<file path="src/sv/bttm_pkg.sv">
package bttm_pkg;

   // Block averaging
   localparam int SamplesPerAverage = 32;
   localparam int AvgShift          = $clog2(SamplesPerAverage);
   localparam int SumWidth          = 16 + AvgShift;
   localparam int CountWidth        = $clog2(SamplesPerAverage + 1);

   // Battery gain is Q4.12
   localparam int GainFracBits = 12;
   localparam int ProdWidth    = 32;

   // Register indexes on the config port
   localparam int CsrIndexWidth = 3;
   localparam logic [CsrIndexWidth-1:0] CSR_SYNC_RATE      = 3'd0;
   localparam logic [CsrIndexWidth-1:0] CSR_WARNING_RATE   = 3'd1;
   localparam logic [CsrIndexWidth-1:0] CSR_VOLT_GAIN      = 3'd2;
   localparam logic [CsrIndexWidth-1:0] CSR_BATTERY_LIMIT  = 3'd3;
   localparam logic [CsrIndexWidth-1:0] CSR_TEMP_LIMIT     = 3'd4;
   localparam logic [CsrIndexWidth-1:0] CSR_WARNING_ENABLE = 3'd5;

   // Register reset values
   localparam logic [15:0]        SYNC_RATE_RESET      = 16'd1;
   localparam logic [15:0]        WARNING_RATE_RESET   = 16'd50;
   localparam logic [15:0]        VOLT_GAIN_RESET      = 16'd4096;
   localparam logic [15:0]        BATTERY_LIMIT_RESET  = 16'd5632;
   localparam logic signed [15:0] TEMP_LIMIT_RESET     = 16'sd16640;
   localparam logic               WARNING_ENABLE_RESET = 1'b1;

   localparam logic [15:0] COUNT_MAX = 16'hFFFF;

   typedef struct packed {
      logic [15:0]        sync_rate;
      logic [15:0]        warning_rate;
      logic [15:0]        volt_gain;
      logic [15:0]        battery_limit;
      logic signed [15:0] temp_limit;
      logic               warning_enable;
   } cfg_type;

   // One tick after battery scaling
   typedef struct packed {
      logic               data_ready;
      logic [15:0]        battery_scaled;
      logic signed [15:0] temp_sample;
   } sample_type;

   typedef struct packed {
      logic               monitor_step;
      logic               battery_low;
      logic               temp_high;
      logic [15:0]        battery_level;
      logic signed [15:0] temperature;
      logic               buzzer_on;
      logic               switch_control;
   } result_type;

endpackage

</file>
<file path="src/sv/bttm_ifs.sv">
interface bttm_req_if;
   logic               valid;
   logic               ready;
   logic               data_ready;
   logic [15:0]        battery_sample;
   logic signed [15:0] temp_sample;

   modport source (output valid, data_ready, battery_sample, temp_sample, input ready);
   modport sink   (input valid, data_ready, battery_sample, temp_sample, output ready);
endinterface

interface bttm_rsp_if;
   logic               valid;
   logic               ready;
   logic               monitor_step;
   logic               battery_low;
   logic               temp_high;
   logic [15:0]        battery_level;
   logic signed [15:0] temperature;
   logic               buzzer_on;
   logic               switch_control;

   modport source (output valid, monitor_step, battery_low, temp_high, battery_level,
                   temperature, buzzer_on, switch_control, input ready);
   modport sink   (input valid, monitor_step, battery_low, temp_high, battery_level,
                   temperature, buzzer_on, switch_control, output ready);
endinterface

interface bttm_csr_if;
   logic                                 valid;
   logic                                 ready;
   logic [bttm_pkg::CsrIndexWidth-1:0]   index;
   logic [15:0]                          data;

   modport source (output valid, index, data, input ready);
   modport sink   (input valid, index, data, output ready);
endinterface

</file>
<file path="src/sv/bttm_csr.sv">
module bttm_csr (
   input  logic              clock,
   input  logic              reset,
   bttm_csr_if.sink          csr_bus,
   output bttm_pkg::cfg_type cfg
);

   bttm_pkg::cfg_type cfg_ff;
   bttm_pkg::cfg_type cfg_in;

   // writes are always accepted and registered
   assign csr_bus.ready = 1'b1;

   // register decode
   always_comb begin
      cfg_in = cfg_ff;
      if (csr_bus.valid) begin
         unique case (csr_bus.index)
            bttm_pkg::CSR_SYNC_RATE:      cfg_in.sync_rate      = csr_bus.data;
            bttm_pkg::CSR_WARNING_RATE:   cfg_in.warning_rate   = csr_bus.data;
            bttm_pkg::CSR_VOLT_GAIN:      cfg_in.volt_gain      = csr_bus.data;
            bttm_pkg::CSR_BATTERY_LIMIT:  cfg_in.battery_limit  = csr_bus.data;
            bttm_pkg::CSR_TEMP_LIMIT:     cfg_in.temp_limit     = csr_bus.data;
            bttm_pkg::CSR_WARNING_ENABLE: cfg_in.warning_enable = csr_bus.data[0];
            default: ;
         endcase
      end
   end

   always_ff @(posedge clock) begin
      if (reset) begin
         cfg_ff.sync_rate      <= bttm_pkg::SYNC_RATE_RESET;
         cfg_ff.warning_rate   <= bttm_pkg::WARNING_RATE_RESET;
         cfg_ff.volt_gain      <= bttm_pkg::VOLT_GAIN_RESET;
         cfg_ff.battery_limit  <= bttm_pkg::BATTERY_LIMIT_RESET;
         cfg_ff.temp_limit     <= bttm_pkg::TEMP_LIMIT_RESET;
         cfg_ff.warning_enable <= bttm_pkg::WARNING_ENABLE_RESET;
      end else begin
         cfg_ff <= cfg_in;
      end
   end

   assign cfg = cfg_ff;

endmodule

</file>
<file path="src/sv/bttm_scale.sv">
module bttm_scale (
   input  logic                 clock,
   input  logic                 reset,
   input  logic [15:0]          volt_gain,
   bttm_req_if.sink             req_bus,
   output logic                 out_valid,
   input  logic                 out_ready,
   output bttm_pkg::sample_type out_sample
);

   logic               in_valid_ff;
   logic               in_valid_in;
   logic               in_ready_ff_side;
   logic               in_data_ready_ff;
   logic [15:0]        in_battery_ff;
   logic signed [15:0] in_temp_ff;

   logic                 mid_valid_ff;
   logic                 mid_valid_in;
   bttm_pkg::sample_type mid_sample_ff;
   bttm_pkg::sample_type mid_sample_in;

   logic                                      mid_ready;
   logic [bttm_pkg::ProdWidth-1:0]            product;
   logic [bttm_pkg::ProdWidth-bttm_pkg::GainFracBits-1:0] shifted;

   // stage handshakes: a stage loads when it is empty or draining
   assign mid_ready        = !mid_valid_ff || out_ready;
   assign in_ready_ff_side = !in_valid_ff || mid_ready;
   assign req_bus.ready    = in_ready_ff_side;

   assign in_valid_in  = req_bus.valid || (in_valid_ff && !mid_ready);
   assign mid_valid_in = in_valid_ff || (mid_valid_ff && !out_ready);

   // gain multiply, drop fraction, saturate to 16 bits
   always_comb begin
      product  = in_battery_ff * volt_gain;
      shifted  = product[bttm_pkg::ProdWidth-1:bttm_pkg::GainFracBits];
      mid_sample_in.data_ready  = in_data_ready_ff;
      mid_sample_in.temp_sample = in_temp_ff;
      if (|shifted[$bits(shifted)-1:16]) begin
         mid_sample_in.battery_scaled = 16'hFFFF;
      end else begin
         mid_sample_in.battery_scaled = shifted[15:0];
      end
   end

   always_ff @(posedge clock) begin
      if (reset) begin
         in_valid_ff  <= 1'b0;
         mid_valid_ff <= 1'b0;
      end else begin
         if (in_ready_ff_side) begin
            in_valid_ff <= in_valid_in;
         end
         if (mid_ready) begin
            mid_valid_ff <= mid_valid_in;
         end
      end
   end

   // payload registers
   always_ff @(posedge clock) begin
      if (in_ready_ff_side && req_bus.valid) begin
         in_data_ready_ff <= req_bus.data_ready;
         in_battery_ff    <= req_bus.battery_sample;
         in_temp_ff       <= req_bus.temp_sample;
      end
      if (mid_ready && in_valid_ff) begin
         mid_sample_ff <= mid_sample_in;
      end
   end

   assign out_valid  = mid_valid_ff;
   assign out_sample = mid_sample_ff;

endmodule

</file>
<file path="src/sv/bttm_core.sv">
module bttm_core (
   input  logic                 clock,
   input  logic                 reset,
   input  bttm_pkg::cfg_type    cfg,
   input  logic                 in_valid,
   output logic                 in_ready,
   input  bttm_pkg::sample_type in_sample,
   output logic                 out_valid,
   input  logic                 out_ready,
   output bttm_pkg::result_type out_result
);

   logic [15:0]                         tick_ff, tick_in;
   logic [15:0]                         warn_ff, warn_in;
   logic [bttm_pkg::CountWidth-1:0]     count_ff, count_in;
   logic [bttm_pkg::SumWidth-1:0]       bat_sum_ff, bat_sum_in;
   logic signed [bttm_pkg::SumWidth-1:0] temp_sum_ff, temp_sum_in;
   logic [15:0]                         bat_avg_ff, bat_avg_in;
   logic signed [15:0]                  temp_avg_ff, temp_avg_in;
   logic                                low_ff, low_in;
   logic                                hot_ff, hot_in;
   logic                                buzzer_ff, buzzer_in;
   logic                                out_valid_ff;
   bttm_pkg::result_type                result_ff, result_in;

   logic [15:0]                          tick_inc, warn_inc;
   logic                                 step;
   logic                                 handed;
   logic [bttm_pkg::CountWidth-1:0]      count_next;
   logic [bttm_pkg::SumWidth-1:0]        bat_sum_next;
   logic signed [bttm_pkg::SumWidth-1:0] temp_sum_next;
   logic                                 accept;

   assign in_ready = !out_valid_ff || out_ready;
   assign accept   = in_valid && in_ready;

   // monitor step: prescaler, averaging, flags, buzzer divider
   always_comb begin
      tick_in     = tick_ff;
      warn_in     = warn_ff;
      count_in    = count_ff;
      bat_sum_in  = bat_sum_ff;
      temp_sum_in = temp_sum_ff;
      bat_avg_in  = bat_avg_ff;
      temp_avg_in = temp_avg_ff;
      low_in      = low_ff;
      hot_in      = hot_ff;
      buzzer_in   = buzzer_ff;
      handed      = 1'b0;

      tick_inc = (tick_ff == bttm_pkg::COUNT_MAX) ? tick_ff : tick_ff + 16'd1;
      warn_inc = (warn_ff == bttm_pkg::COUNT_MAX) ? warn_ff : warn_ff + 16'd1;
      step     = tick_inc >= cfg.sync_rate;

      count_next    = count_ff + bttm_pkg::CountWidth'(1);
      bat_sum_next  = bat_sum_ff + {{(bttm_pkg::SumWidth-16){1'b0}},
                                    in_sample.battery_scaled};
      temp_sum_next = temp_sum_ff + {{(bttm_pkg::SumWidth-16){in_sample.temp_sample[15]}},
                                     in_sample.temp_sample};

      if (step) begin
         tick_in = 16'd0;
         warn_in = warn_inc;

         // accumulate, and close the block when full
         if (in_sample.data_ready) begin
            if (count_next >= bttm_pkg::CountWidth'(bttm_pkg::SamplesPerAverage)) begin
               bat_avg_in  = bat_sum_next[bttm_pkg::AvgShift +: 16];
               temp_avg_in = temp_sum_next[bttm_pkg::AvgShift +: 16];
               low_in      = bat_sum_next[bttm_pkg::AvgShift +: 16] <= cfg.battery_limit;
               hot_in      = $signed(temp_sum_next[bttm_pkg::AvgShift +: 16])
                             >= cfg.temp_limit;
               count_in    = '0;
               bat_sum_in  = '0;
               temp_sum_in = '0;
            end else begin
               count_in    = count_next;
               bat_sum_in  = bat_sum_next;
               temp_sum_in = temp_sum_next;
            end
         end

         // buzzer divider
         if (cfg.warning_enable) begin
            if (warn_inc >= cfg.warning_rate) begin
               warn_in   = 16'd0;
               buzzer_in = (low_in || hot_in) ? !buzzer_ff : 1'b0;
            end
            handed = !low_in && !hot_in;
         end else begin
            handed = 1'b1;
         end
      end else begin
         tick_in = tick_inc;
      end

      result_in.monitor_step    = step;
      result_in.battery_low     = low_in;
      result_in.temp_high       = hot_in;
      result_in.battery_level   = bat_avg_in;
      result_in.temperature     = temp_avg_in;
      result_in.buzzer_on       = buzzer_in;
      result_in.switch_control  = handed;
   end

   always_ff @(posedge clock) begin
      if (reset) begin
         tick_ff      <= '0;
         warn_ff      <= '0;
         count_ff     <= '0;
         bat_sum_ff   <= '0;
         temp_sum_ff  <= '0;
         bat_avg_ff   <= '0;
         temp_avg_ff  <= '0;
         low_ff       <= 1'b0;
         hot_ff       <= 1'b0;
         buzzer_ff    <= 1'b0;
         out_valid_ff <= 1'b0;
      end else begin
         if (accept) begin
            tick_ff     <= tick_in;
            warn_ff     <= warn_in;
            count_ff    <= count_in;
            bat_sum_ff  <= bat_sum_in;
            temp_sum_ff <= temp_sum_in;
            bat_avg_ff  <= bat_avg_in;
            temp_avg_ff <= temp_avg_in;
            low_ff      <= low_in;
            hot_ff      <= hot_in;
            buzzer_ff   <= buzzer_in;
         end
         if (in_ready) begin
            out_valid_ff <= in_valid;
         end
      end
   end

   // result register
   always_ff @(posedge clock) begin
      if (accept) begin
         result_ff <= result_in;
      end
   end

   assign out_valid  = out_valid_ff;
   assign out_result = result_ff;

endmodule

</file>
<file path="src/sv/battery_temp_threshold_monitor.sv">
// Battery and temperature threshold monitor.
//
// req_bus carries one main-loop tick per request: data_ready, the raw battery
// sample and the temperature sample. rsp_bus returns exactly one result per
// request, in order: whether the monitor step ran, the low-battery and
// over-temperature flags, the current averages, the buzzer level and the
// switch-control handoff. csr_bus writes the six settings registers and is
// always ready; write them only while no request is in flight.
//
// A request passes through three registers on its way to rsp_bus.valid: the
// input register, the battery gain multiplier stage, and the state update into
// the result register. Throughput is one request per cycle while rsp_bus.ready
// is high; the state update of prescaler, sums and buzzer divider keeps pace.
//
// Reset (synchronous, active high) loads the register defaults and clears
// counters, sums, averages, flags and the buzzer. When the receiver stalls,
// the result holds and the stages behind it fill, after which req_bus.ready
// drops; no request is lost or repeated.
module battery_temp_threshold_monitor (
   input  logic       clock,
   input  logic       reset,
   bttm_req_if.sink   req_bus,
   bttm_rsp_if.source rsp_bus,
   bttm_csr_if.sink   csr_bus
);

   bttm_pkg::cfg_type    cfg;
   logic                 smp_valid;
   logic                 smp_ready;
   bttm_pkg::sample_type smp;
   bttm_pkg::result_type result;

   bttm_csr u_csr (
      .clock   (clock),
      .reset   (reset),
      .csr_bus (csr_bus),
      .cfg     (cfg)
   );

   bttm_scale u_scale (
      .clock      (clock),
      .reset      (reset),
      .volt_gain  (cfg.volt_gain),
      .req_bus    (req_bus),
      .out_valid  (smp_valid),
      .out_ready  (smp_ready),
      .out_sample (smp)
   );

   bttm_core u_core (
      .clock      (clock),
      .reset      (reset),
      .cfg        (cfg),
      .in_valid   (smp_valid),
      .in_ready   (smp_ready),
      .in_sample  (smp),
      .out_valid  (rsp_bus.valid),
      .out_ready  (rsp_bus.ready),
      .out_result (result)
   );

   // response payload
   assign rsp_bus.monitor_step    = result.monitor_step;
   assign rsp_bus.battery_low     = result.battery_low;
   assign rsp_bus.temp_high       = result.temp_high;
   assign rsp_bus.battery_level   = result.battery_level;
   assign rsp_bus.temperature     = result.temperature;
   assign rsp_bus.buzzer_on       = result.buzzer_on;
   assign rsp_bus.switch_control  = result.switch_control;

endmodule

</file>
<file path="src/flat_wrapper.sv">
// flat-port wrapper written by rule: the top's interface ports become plain ports
module battery_temp_threshold_monitor_flat 
  (clock, reset, req_bus_valid, req_bus_data_ready, req_bus_battery_sample, req_bus_temp_sample, req_bus_ready, rsp_bus_valid, rsp_bus_monitor_step, rsp_bus_battery_low, rsp_bus_temp_high, rsp_bus_battery_level, rsp_bus_temperature, rsp_bus_buzzer_on, rsp_bus_switch_control, rsp_bus_ready, csr_bus_valid, csr_bus_index, csr_bus_data, csr_bus_ready);
  bttm_req_if req_bus_i ();
  bttm_rsp_if rsp_bus_i ();
  bttm_csr_if csr_bus_i ();
  input  logic clock;
  input  logic reset;
  input wire logic [$bits(req_bus_i.valid)-1:0] req_bus_valid;
  input wire logic [$bits(req_bus_i.data_ready)-1:0] req_bus_data_ready;
  input wire logic [$bits(req_bus_i.battery_sample)-1:0] req_bus_battery_sample;
  input wire logic [$bits(req_bus_i.temp_sample)-1:0] req_bus_temp_sample;
  output wire logic [$bits(req_bus_i.ready)-1:0] req_bus_ready;
  output wire logic [$bits(rsp_bus_i.valid)-1:0] rsp_bus_valid;
  output wire logic [$bits(rsp_bus_i.monitor_step)-1:0] rsp_bus_monitor_step;
  output wire logic [$bits(rsp_bus_i.battery_low)-1:0] rsp_bus_battery_low;
  output wire logic [$bits(rsp_bus_i.temp_high)-1:0] rsp_bus_temp_high;
  output wire logic [$bits(rsp_bus_i.battery_level)-1:0] rsp_bus_battery_level;
  output wire logic [$bits(rsp_bus_i.temperature)-1:0] rsp_bus_temperature;
  output wire logic [$bits(rsp_bus_i.buzzer_on)-1:0] rsp_bus_buzzer_on;
  output wire logic [$bits(rsp_bus_i.switch_control)-1:0] rsp_bus_switch_control;
  input wire logic [$bits(rsp_bus_i.ready)-1:0] rsp_bus_ready;
  input wire logic [$bits(csr_bus_i.valid)-1:0] csr_bus_valid;
  input wire logic [$bits(csr_bus_i.index)-1:0] csr_bus_index;
  input wire logic [$bits(csr_bus_i.data)-1:0] csr_bus_data;
  output wire logic [$bits(csr_bus_i.ready)-1:0] csr_bus_ready;
  assign req_bus_i.valid = req_bus_valid;
  assign req_bus_i.data_ready = req_bus_data_ready;
  assign req_bus_i.battery_sample = req_bus_battery_sample;
  assign req_bus_i.temp_sample = req_bus_temp_sample;
  assign req_bus_ready = req_bus_i.ready;
  assign rsp_bus_valid = rsp_bus_i.valid;
  assign rsp_bus_monitor_step = rsp_bus_i.monitor_step;
  assign rsp_bus_battery_low = rsp_bus_i.battery_low;
  assign rsp_bus_temp_high = rsp_bus_i.temp_high;
  assign rsp_bus_battery_level = rsp_bus_i.battery_level;
  assign rsp_bus_temperature = rsp_bus_i.temperature;
  assign rsp_bus_buzzer_on = rsp_bus_i.buzzer_on;
  assign rsp_bus_switch_control = rsp_bus_i.switch_control;
  assign rsp_bus_i.ready = rsp_bus_ready;
  assign csr_bus_i.valid = csr_bus_valid;
  assign csr_bus_i.index = csr_bus_index;
  assign csr_bus_i.data = csr_bus_data;
  assign csr_bus_ready = csr_bus_i.ready;
  battery_temp_threshold_monitor u_core (.clock(clock), .reset(reset), .req_bus(req_bus_i), .rsp_bus(rsp_bus_i), .csr_bus(csr_bus_i));
endmodule
</file>
<file path="config.mk">
export PLATFORM = sky130hd
export DESIGN_NAME = battery_temp_threshold_monitor_flat
export DESIGN_NICKNAME = d
export VERILOG_FILES = /design/src/sv/bttm_pkg.sv /design/src/sv/bttm_ifs.sv /design/src/sv/bttm_csr.sv /design/src/sv/bttm_scale.sv /design/src/sv/bttm_core.sv /design/src/sv/battery_temp_threshold_monitor.sv /design/src/flat_wrapper.sv
export SDC_FILE = /design/constraint.sdc
export NUM_CORES = 1
export LEC_CHECK = 0
export BUFFER_PORTS_ARGS = -buffer_cell sky130_fd_sc_hd__clkbuf_2
export CORE_ASPECT_RATIO = 1.4
export CORE_MARGIN = 4
export CORE_UTILIZATION = 60
export CTS_CLUSTER_DIAMETER = 50
export DETAILED_ROUTE_END_ITERATION = 10
export GPL_TIMING_DRIVEN = 1
export PLACE_DENSITY = 0.79
export SLEW_MARGIN = 15
export SYNTH_ARGS = -nofsm -noshare
export SYNTH_HDL_FRONTEND = slang
export SYNTH_SLANG_ARGS = --single-unit
</file>
<file path="constraint.sdc">
create_clock -name clock -period 7.8 [get_ports clock]
set_input_delay 2.34 -clock clock [delete_from_list [all_inputs] [get_ports clock]]
set_output_delay 2.34 -clock clock [all_outputs]
set_load 0.005 [all_outputs]
</file>
Yosys cells after proc, flatten, opt, wreduce, memory -nomap -nowiden
Index checks and enable logic that the tools add are counted.
{ "classes": {"multipliers": 1, "n_mux": 27, "magnitude_cmp": 5, "reduce_logical": 30, "addsub": 5, "eq_ne": 7} }
{ "ops": {"columns": ["op", "n"], "rows": [
  ["two-way mux 16 bit", 11],
  ["greater-or-equal comparator 16 bit", 3],
  ["two-way mux 21 bit", 2],
  ["adder 16 x 1 -> 16 bit, second input constant", 2],
  ["equality test 16 bit, second input constant", 2],
  ["multiplier 16 x 16 -> 32 bit", 1],
  ["adder 21 x 16 -> 21 bit", 1],
  ["adder 21 bit", 1],
  ["<= comparator 16 bit", 1],
  ["AND reduction 2 bit", 7],
  ["two-way mux 1 bit", 13],
  ["logical NOT 1 bit", 8],
  ["adder 6 x 1 -> 6 bit, second input constant", 1],
  ["equality test 3 x 2 -> 1 bit, second input constant", 2],
  ["equality test 3 bit, second input constant", 2],
  ["greater-or-equal comparator 6 bit, second input constant", 1],
  ["logical AND 1 bit", 6],
  ["logical OR 1 bit", 6],
  ["two-way mux 6 bit", 1],
  ["OR reduction 4 bit", 1],
  ["equality test 3 x 1 -> 1 bit, second input constant", 1],
  ["logical NOT 3 bit", 1],
  ["AND reduction 3 bit", 1]
]} }
{ "totals": {"in_bits": 57, "output_inout_bits": 40, "regBits": 302, "elab_cells": 107} }

Longest topological paths before layout
Gate-level depths: netlist of run 1.
{ "depth": {"depth_word": 10, "depth_mapped": 25, "mapped_depth_nobuf": 22} }

Modules after synthesis
A second synthesis of run 1 with hierarchy kept.
{ "hier_totals": {"hier_cells": 2587, "area_unflattened_um2": 24255.8} }
{ "modules_own_cells": {"columns": ["module", "seq_area_each_um2", "instances", "area_each_um2", "cells_each"], "rows": [
  ["bttm_scale", 2021.9, 1, 10825.4, 1093],
  ["bttm_core", 3433.3, 1, 10127.2, 1190],
  ["bttm_csr", 1621.6, 1, 3303.2, 304]
]} }

Worst setup path after synthesis of run 1
Ideal clock, no wire load.
{ "synth_timing": {"kind": "register to register", "startpoint": "reg u_core.u_scale.in_battery_ff[11]", "endpoint": "reg u_core.u_scale.mid_sample_ff, in the netlist u_core.u_scale.out_sample[19], data pin", "n_path_buf": 2, "period_less_slack_ns": 6.290, "setup_time_ns": 0.255, "required_ns": 7.545, "setup_slack_ns": 1.510, "arrival_time_ns": 6.035, "stages_incl_launch_ff": 22, "cell_sequence": "edfxtp_1 clkbuf_1 nand2_1 fa_1 fa_1 inv_1 fa_1 inv_1 fa_1 fa_1 fa_1 inv_1 ha_1 nand2_1 o311ai_0 nand4b_1 o221ai_2 a41oi_2 mux2i_1 a311oi_4 buf_6 nand2_1"} }
{ "synth_via": {"elab_chain_len": 2} }
{ "synth_rtl": {"columns": ["element", "line_no", "source"], "rows": [
  ["start: declaration", "bttm_scale.sv:15", "logic [15:0] in_battery_ff;"],
  ["start signal: assignment", "bttm_scale.sv:66", "in_battery_ff <= req_bus.battery_sample;"],
  ["multiplier 16 x 16 -> 32 bit *", "bttm_scale.sv:37", "product = in_battery_ff * volt_gain;"],
  ["OR reduction 4 bit", "bttm_scale.sv:41", "if (|shifted[$bits(shifted)-1:16]) begin"],
  ["end signal: assignment", "bttm_scale.sv:70", "mid_sample_ff <= mid_sample_in;"],
  ["end: declaration", "bttm_scale.sv:20", "bttm_pkg::sample_type mid_sample_ff;"]
]} }
Mark *: on every way between the ends. The rest lies on a longest branch, timed or not.
A chain may end at the register's enable or synchronous reset.

Worst setup path in the final report of run 1
{ "layout_timing": {"startpoint": "reg u_core.u_scale.in_battery_ff[11]", "endpoint": "reg u_core.u_scale.mid_sample_ff, in the netlist u_core.u_scale.out_sample[22], data pin"} }
The elaborated chain is that of the path after synthesis.

==> key figures, run 1 <==
Worst hold path
  – Hold WC Path Type: flip-flop to flip-flop

Global route
  – First-pass GRT wire length: 94,800 um
  – Initial antenna violation count: 1
  – Gr usage total: 0.281
  – Maximum number of pins on one net before global-route repair: 80
  – Grt total ovfl: 0
  – Vias in the first global route: 18,900

Setup path
  – Worst EP arrival: approximately 7.4 ns
  – CP Max Fanout: 16
  – Startpoint Class: flip-flop
  – Delay-heaviest family, CP: adder cells
  – WS Path Type: flip-flop to flip-flop
  – Cell Chain, Critical Path: nand2_1 -> fa_1 -> fa_1 -> inv_1 -> fa_1 -> inv_1 -> fa_1 -> fa_1 -> fa_1 -> inv_1 -> ha_1 -> nand2_1 -> o311ai_0 -> nand4b_1 -> o221ai_2 -> a41oi_2 -> mux2i_1 -> a311oi_4 -> o21ai_0
  – Delay of the slowest critical-path stage: 0.70 ns
  – CP most frequent cell: fa_1
  – Slowest CP cell: edfxtp_1
  – Nature of the critical path endpoint: flip-flop
  – Worst Path Buf+Inv: 3
  – Critical path required time: ~8 ns

STA
  – Final Cycle Share: 0.908
  – Tmin final: approximately 7.1 ns
  – Setup Viol. Count Final: 0
  – Final Skew: 0.0220 ns
  – Relative slew slack: 0.330
  – Worst-margin pin slew: around 1.0 ns
  – Final Max Tran Viols: 0
  – Sum Neg Setup Slack: 0 ns
  – Fin. Hold Viols: 0
  – RSZ-0062 raised after global routing: no
  – Peak Freq: between 100 and 150 MHz

Route
  – Final WL: between 50,000 and 60,000 um
  – Residual DRC: 0
  – Detailed Routing Iterations Pass 1: 8
  – Antenna Nets Post-Route: 0
  – Met3 routed WL: about 3100 um
  – Vias: approximately 19,000
  – Met2 WL: about 30,000 um
  – Top sig layer: met4
  – Vias per inst: between 5 and 6
  – DRT met1 WL: 21,300 um
  – Drt initial violations: around 1,500
  – WL/cell: 18.9 um

Logic synthesis
  – Syn_area_per_cell: between 8 and 9 um2
  – Post-Synthesis Cells: ~2,600
  – Sequential fraction of the synthesis area: 0.307
  – Netlist cell types: 75
  – Top_reg_cell synth: dfxtp_1
  – Seq cells post-synth: roughly 300
  – Synthesized Nets: between 3,000 and 4,000
  – YS warnings: 0
  – Post-synth EDFFs: between 100 and 150
  – Area of the mapped netlist: around 23,000 um2
  – Fraction of registers with async set/reset: 0

CTS
  – Post-CTS Setup Inserts: 0
  – Hold buffer count at CTS: 0
  – Inserted Clock Buffers: 31
  – Root Driver: clkbuf_16
  – CTS tree: built
  – Clk Latency, worst-skew pair: 0.58 ns
  – Clk slew on worst S/H paths: ~0.070 ns
  – Htree depth: 1
  – Clock tree buffer depth: 3
  – # clock sinks: 302
  – Post-CTS sizing: 0

Power and ir drop
  – Worst VDD drop: approximately 0.19 mV
  – PD cells: approximately 170 nW/um2
  – Leakage power: approximately 0.011 uW

Floorplanning
  – Die X: 174 um
  – Die height: around 240 um
  – Core area: 37,700 um2
  – Io pins: 97
  – Die ar.: about 42,000 um2
  – Number of core rows: 84
  – Starting Density: 0.611

Place
  – Placed inst area: around 24,000 um2
  – Port bufs: 95
  – GPL Wtd Cong: 0.956
  – HPWL Detailed: between 40,000 and 50,000 um

Run
  – Maxcap violations: 0

Layout
  – Layout overhead on the synthesized area: 8.91%
  – Cell area after layout: between 20,000 and 30,000 um2
  – Nets: ~3,000
  – Share of layout cells above drive strength 1: 0.0747
  – Most common cell after layout, fill and taps aside: nand2_1
  – Commonest cells after routing, fill and taps aside: nand2_1, inv_1, ha_1

Outcome
  – Status: finished clean
-- cells by family after synthesis --
logic type / Yosys count / synth area share
mux: 12 / 0.00554
compound gates: 458 / 0.128
flops: 302 / 0.307
simple gates: 918 / 0.184
buf+inv: 414 / 0.0681
other cells: 1 / 0.000163
xor+xnor: 71 / 0.0270
fa+ha+maj: 399 / 0.280
-- worst paths after layout --
| path | from | end | slack [ns] | depth (start not counted) |
|---|---|---|---|---|
| max | u_core.u_scale.in_battery_ff[11] | u_core.u_scale.out_sample[22] | 0.72 | 19 |
| max reg2reg | u_core.u_scale.in_battery_ff[11] | u_core.u_scale.out_sample[22] | 0.72 | 19 |
| min reg2reg | u_core.u_scale.in_temp_ff[4] | u_core.u_scale.out_sample[4] | 0.41 | 0 |
| min | u_core.u_scale.in_temp_ff[4] | u_core.u_scale.out_sample[4] | 0.41 | 0 |
-- report_power, final --
| group | leakage [uW] | internal [uW] | switching [uW] |
|---|---|---|---|
| clock network | 0.000588 | 1080 | 671 |
| registers | 0.00254 | 1690 | 62.8 |
| logic | 0.00797 | 270 | 453 |
-- synth_stat cells (60+ instances only) --
master / n / area share
a21oi_1: 183 / 0.040
nor2_1: 118 / 0.019
o21ai_0: 66 / 0.014
clkbuf_1: 97 / 0.016
edfxtp_1: 103 / 0.13
dfxtp_1: 199 / 0.17
nand2_1: 460 / 0.075
nand3_1: 60 / 0.013
and2_1: 134 / 0.036
fa_1: 195 / 0.17
inv_1: 306 / 0.050
ha_1: 204 / 0.11
-- area by class of cell --
class | instances | area [um2]
Multi-Input combinational cell | 1859 | 14400
Fill cell | 2988 | 12600
Sequential cell | 302 | 7080
Inverter | 306 | 1150
Clock buffer | 35 | 832
Timing Repair Buffer | 113 | 613
Tap cell | 473 | 592
Clock inverter | 23 | 397
Antenna cell | 1 | 2.50
-- stage by stage --
stage | power [uW] | setup WS (ns) | hold slack [ns] | cells | utilization
6_report | 4230 | 0.718 | 0.413 | 3112 | 0.665
5_1_grt | 4410 | 0.255 | 0.421 | 3112 | 0.665
4_1_cts | 4250 | 0.735 | 0.420 | 3111 | 0.665
3_5_place_dp | 2510 | 0.780 | 0.405 | 3053 | 0.633
3_3_place_gp | 2480 | 0.965 | 0.401 | 3053 | 0.633
2_1_floorplan | 2270 | 1.51 | 0.400 | 2575 | -
-- state kept, by name, summed over array words and instances, names as in the netlist --
name	cells
u_core.u_csr.cfg	81
u_core.u_core.out_result	37
u_core.u_scale.out_sample	33
u_core.u_core.bat_sum_ff	21
u_core.u_core.temp_sum_ff	21
u_core.u_core.bat_avg_ff	16
u_core.u_core.temp_avg_ff	16
u_core.u_core.tick_ff	16
u_core.u_core.warn_ff	16
u_core.u_scale.in_battery_ff	16
u_core.u_scale.in_temp_ff	16
u_core.u_core.count_ff	6
u_core.u_core.buzzer_ff	1
u_core.u_core.hot_ff	1
u_core.u_core.low_ff	1
u_core.u_core.out_valid	1
u_core.u_scale.in_data_ready_ff	1
u_core.u_scale.in_valid_ff	1
u_core.u_scale.out_valid	1
-- layer usage --
| layer | GRT usage | up-vias |
|---|---|---|
| met5 | 0 | - |
| met2 | 0.529 | 687 |
| met1 | 0.309 | 8959 |
| met3 | 0.0294 | 213 |
| li1 | - | 8645 |
| met4 | 0.158 | 0 |
No activity file was read; power rests on OpenSTA's default activity.
==> run 2, diff against run 1 <==
--- a/config.mk
+++ b/config.mk
@@ -12,7 +12,7 @@
 export CTS_CLUSTER_DIAMETER = 50
 export DETAILED_ROUTE_END_ITERATION = 10
 export GPL_TIMING_DRIVEN = 1
-export PLACE_DENSITY = 0.79
+export PLACE_DENSITY = 0.87
 export SLEW_MARGIN = 15
 export SYNTH_ARGS = -nofsm -noshare
 export SYNTH_HDL_FRONTEND = slang
==> constraint.sdc (replaced) <==
create_clock -name clock -period 6.8 [get_ports clock]
set_input_delay 2.04 -clock clock [delete_from_list [all_inputs] [get_ports clock]]
set_output_delay 2.04 -clock clock [all_outputs]
set_load 0.005 [all_outputs]
==> key figures, run 2 (synthesized netlist as in run 1, its figures left out) <==
Floorplanning
  – Io pins: 97 (unchanged)
  – Die ar.: 41,700 um2 (unchanged)
  – Die height: 240 um (unchanged)
  – Die X: 174 um (unchanged)
  – Starting Density: 0.611 (unchanged)
  – Number of core rows: 84 (unchanged)
  – Core area: 37,700 um2 (unchanged)

Place
  – Port bufs: 95 (unchanged)
  – Setup WS pre-CTS: 0.165 ns (-0.615 ns)
  – GPL Wtd Cong: 0.962 (+0.62%)
  – Placed inst area: 24,100 um2 (+0.75%)
  – HPWL Detailed: 45,100 um (+0.71%)

Setup path
  – CP Max Fanout: 16 (unchanged)
  – Startpoint Class: flip-flop
  – Worst EP arrival: 6.89 ns (-0.48 ns)
  – WS Path Type: flip-flop to flip-flop
  – Nature of the critical path endpoint: flip-flop
  – Critical path required time: 7.07 ns (-1.02 ns)

Route
  – Vias per inst: 6.10 (+2.6%)
  – WL/cell: 19.1 um (+0.98%)
  – Drt initial violations: 1,545 (+3.5%)
  – Vias: 19,200 (+4.0%)
  – Antenna Nets Post-Route: 0 (unchanged)
  – Final WL: 60,300 um (+2.3%)
  – Residual DRC: 0 (unchanged)
  – Detailed Routing Iterations Pass 1: 6 (-2)

Power and ir drop
  – Switching pwr: 1390 uW (+17%)
  – Clock power frac: 0.398 (-0.016)
  – Switching portion of total power: 0.292 (+0.0115)
  – Pwr Total: 4770 uW (+13%)
  – Worst VDD drop: 0.214 mV (+14%)
  – Reg power frac: 0.417 (+0.002)
  – Pint: 3380 uW (+11%)
  – Leakage power: 0.0113 uW (+1.6%)
  – PD cells: 188 nW/um2 (+12%)
  – Combinational power share: 0.185 (+0.014)

Layout
  – Nets: 3,108 (+1.3%)
  – Max reg flops: 81 (unchanged)
  – Layout overhead on the synthesized area: 9.99%
  – Fin util: 0.672 (+0.00660)
  – Cell area after layout: 25,400 um2 (+0.99%)
  – Filler Cell Count: 2,758 (-7.7%)
  – Most common cell after layout, fill and taps aside: nand2_1
  – Commonest cells after routing, fill and taps aside: nand2_1, inv_1, ha_1
  – Share of layout cells above drive strength 1: 0.0904 (+0.0157)

Global route
  – Vias in the first global route: 19,700 (+3.9%)
  – Initial antenna violation count: 2 (+1)
  – First-pass GRT wire length: 97,300 um (+2.6%)
  – Gr usage total: 0.289 (+0.00769)
  – Grt total ovfl: 0 (unchanged)
  – Maximum number of pins on one net before global-route repair: 106 (+33%)

STA
  – Peak Freq: 151 MHz (+7.0%)
  – Setup Viol. Count Final: 0 (unchanged)
  – Fin. Hold Viols: 0 (unchanged)
  – Final Max Tran Viols: 0 (unchanged)
  – Relative slew slack: 0.268 (-0.0626)
  – Worst-margin pin slew: 1.10 ns (+0.0976 ns)
  – Final worst slack: 0.180 ns (-0.538 ns)
  – Final Skew: 0.0150 ns (-0.00707 ns)
  – Final Cycle Share: 0.974 (+0.0656)
  – Tmin final: 6.62 ns (-0.462 ns)

CTS
  – Clk Latency, worst-skew pair: 0.54 ns (-0.04 ns)
  – Inserted Clock Buffers: 34 (+9.7%)
  – CTS tree: built
  – Htree depth: 2 (+1)
  – # clock sinks: 302 (unchanged)
  – Clock tree buffer depth: 3 (unchanged)
  – Root Driver: clkbuf_16
  – Clk slew on worst S/H paths: 0.06 ns (about the same)

Run
  – Maxcap violations: 0 (unchanged)

Outcome
  – Status: finished clean

Worst hold path
  – Hold WC Path Type: flip-flop to flip-flop
[run 2: cell count changes in the layout (fill, tap and decap cells not counted), moves of 3 or more]
cell,previous run,this run
dfxtp_1,199,191
clkbuf_1,1,5
clkinv_4,4,1
clkbuf_8,2,6
inv_6,6,2
clkbuf_16,32,35
clkinv_2,0,4
buf_4,19,53
bufinv_16,9,2
dfxtp_2,0,8
[run 2: path summary, 6_finish.rpt]
path                                         start                            end  slack, ns  cells past startpoint
hold reg to reg       u_core.u_scale.in_temp_ff[5]   u_core.u_scale.out_sample[5]       0.42                      0
hold / removal        u_core.u_scale.in_temp_ff[5]   u_core.u_scale.out_sample[5]       0.42                      0
setup / recovery  u_core.u_scale.in_battery_ff[11]  u_core.u_scale.out_sample[20]       0.18                     21
setup reg to reg  u_core.u_scale.in_battery_ff[11]  u_core.u_scale.out_sample[20]       0.18                     21
[run 2: layout make-up]
cell class | count | area, um2 | area share
diodes | 1 | 2.50 | 0.0000987
clock buffers | 46 | 977 | 0.0385
repair buffers | 149 | 908 | 0.0358
inverters | 306 | 1150 | 0.0453
multi-input cells | 1859 | 14400 | 0.570
flip-flops and latches | 302 | 7090 | 0.280
well taps | 473 | 592 | 0.0233
clock inverters | 16 | 191 | 0.00755
[run 2: power groups by stage]
stage               combinational, uW  sequential (uW)  clock, uW
finish                            882             1990       1900
detailed placement                842             2040          0
global route                      984             1990       1990
CTS                               853             2000       1910
global placement                  808             2030          0
floorplan                         600             2010          0
[run 2: what timing repair did]
action,in CTS,in global routing
setup endpoints to repair,0,16
setup buffers,0,12
resized for setup,0,11
hold buffers,0,0
[run 2: per-stage QoR]
step | TNS (ns) | hold WS, ns | std cells
detailed placement | 0 | 0.405 | 3077
global route | -1.33 | 0.422 | 3152
CTS | 0 | 0.419 | 3139
floorplan | 0 | 0.400 | 2575
global placement | 0 | 0.402 | 3077
finish | 0 | 0.417 | 3152
[run 2: critical path, stage by stage, from the launching register on]
cell and delay [ns]:
edfxtp_1 0.51, buf_4 0.25, nand2_1 0.09, fa_1 0.49
fa_1 0.51, inv_1 0.05, fa_1 0.54, fa_1 0.55
fa_1 0.56, inv_1 0.06, fa_1 0.52, inv_1 0.04
ha_1 0.35, a21oi_1 0.21, o21ai_0 0.18, a311oi_1 0.33
a21oi_2 0.15, a21o_1 0.19, xor2_1 0.16, a311oi_4 0.26
buf_4 0.23, o21ai_0 0.13
[run 2: layer usage]
| metal | GRT usage | part of all wire | up-vias |
|---|---|---|---|
| met4 | 0.189 | 0.077 | 0 |
| met3 | 0.0411 | 0.071 | 313 |
| li1 | - | - | 8721 |
| met1 | 0.316 | 0.35 | 9234 |
| met2 | 0.523 | 0.50 | 967 |
| met5 | 0 | 0 | - |
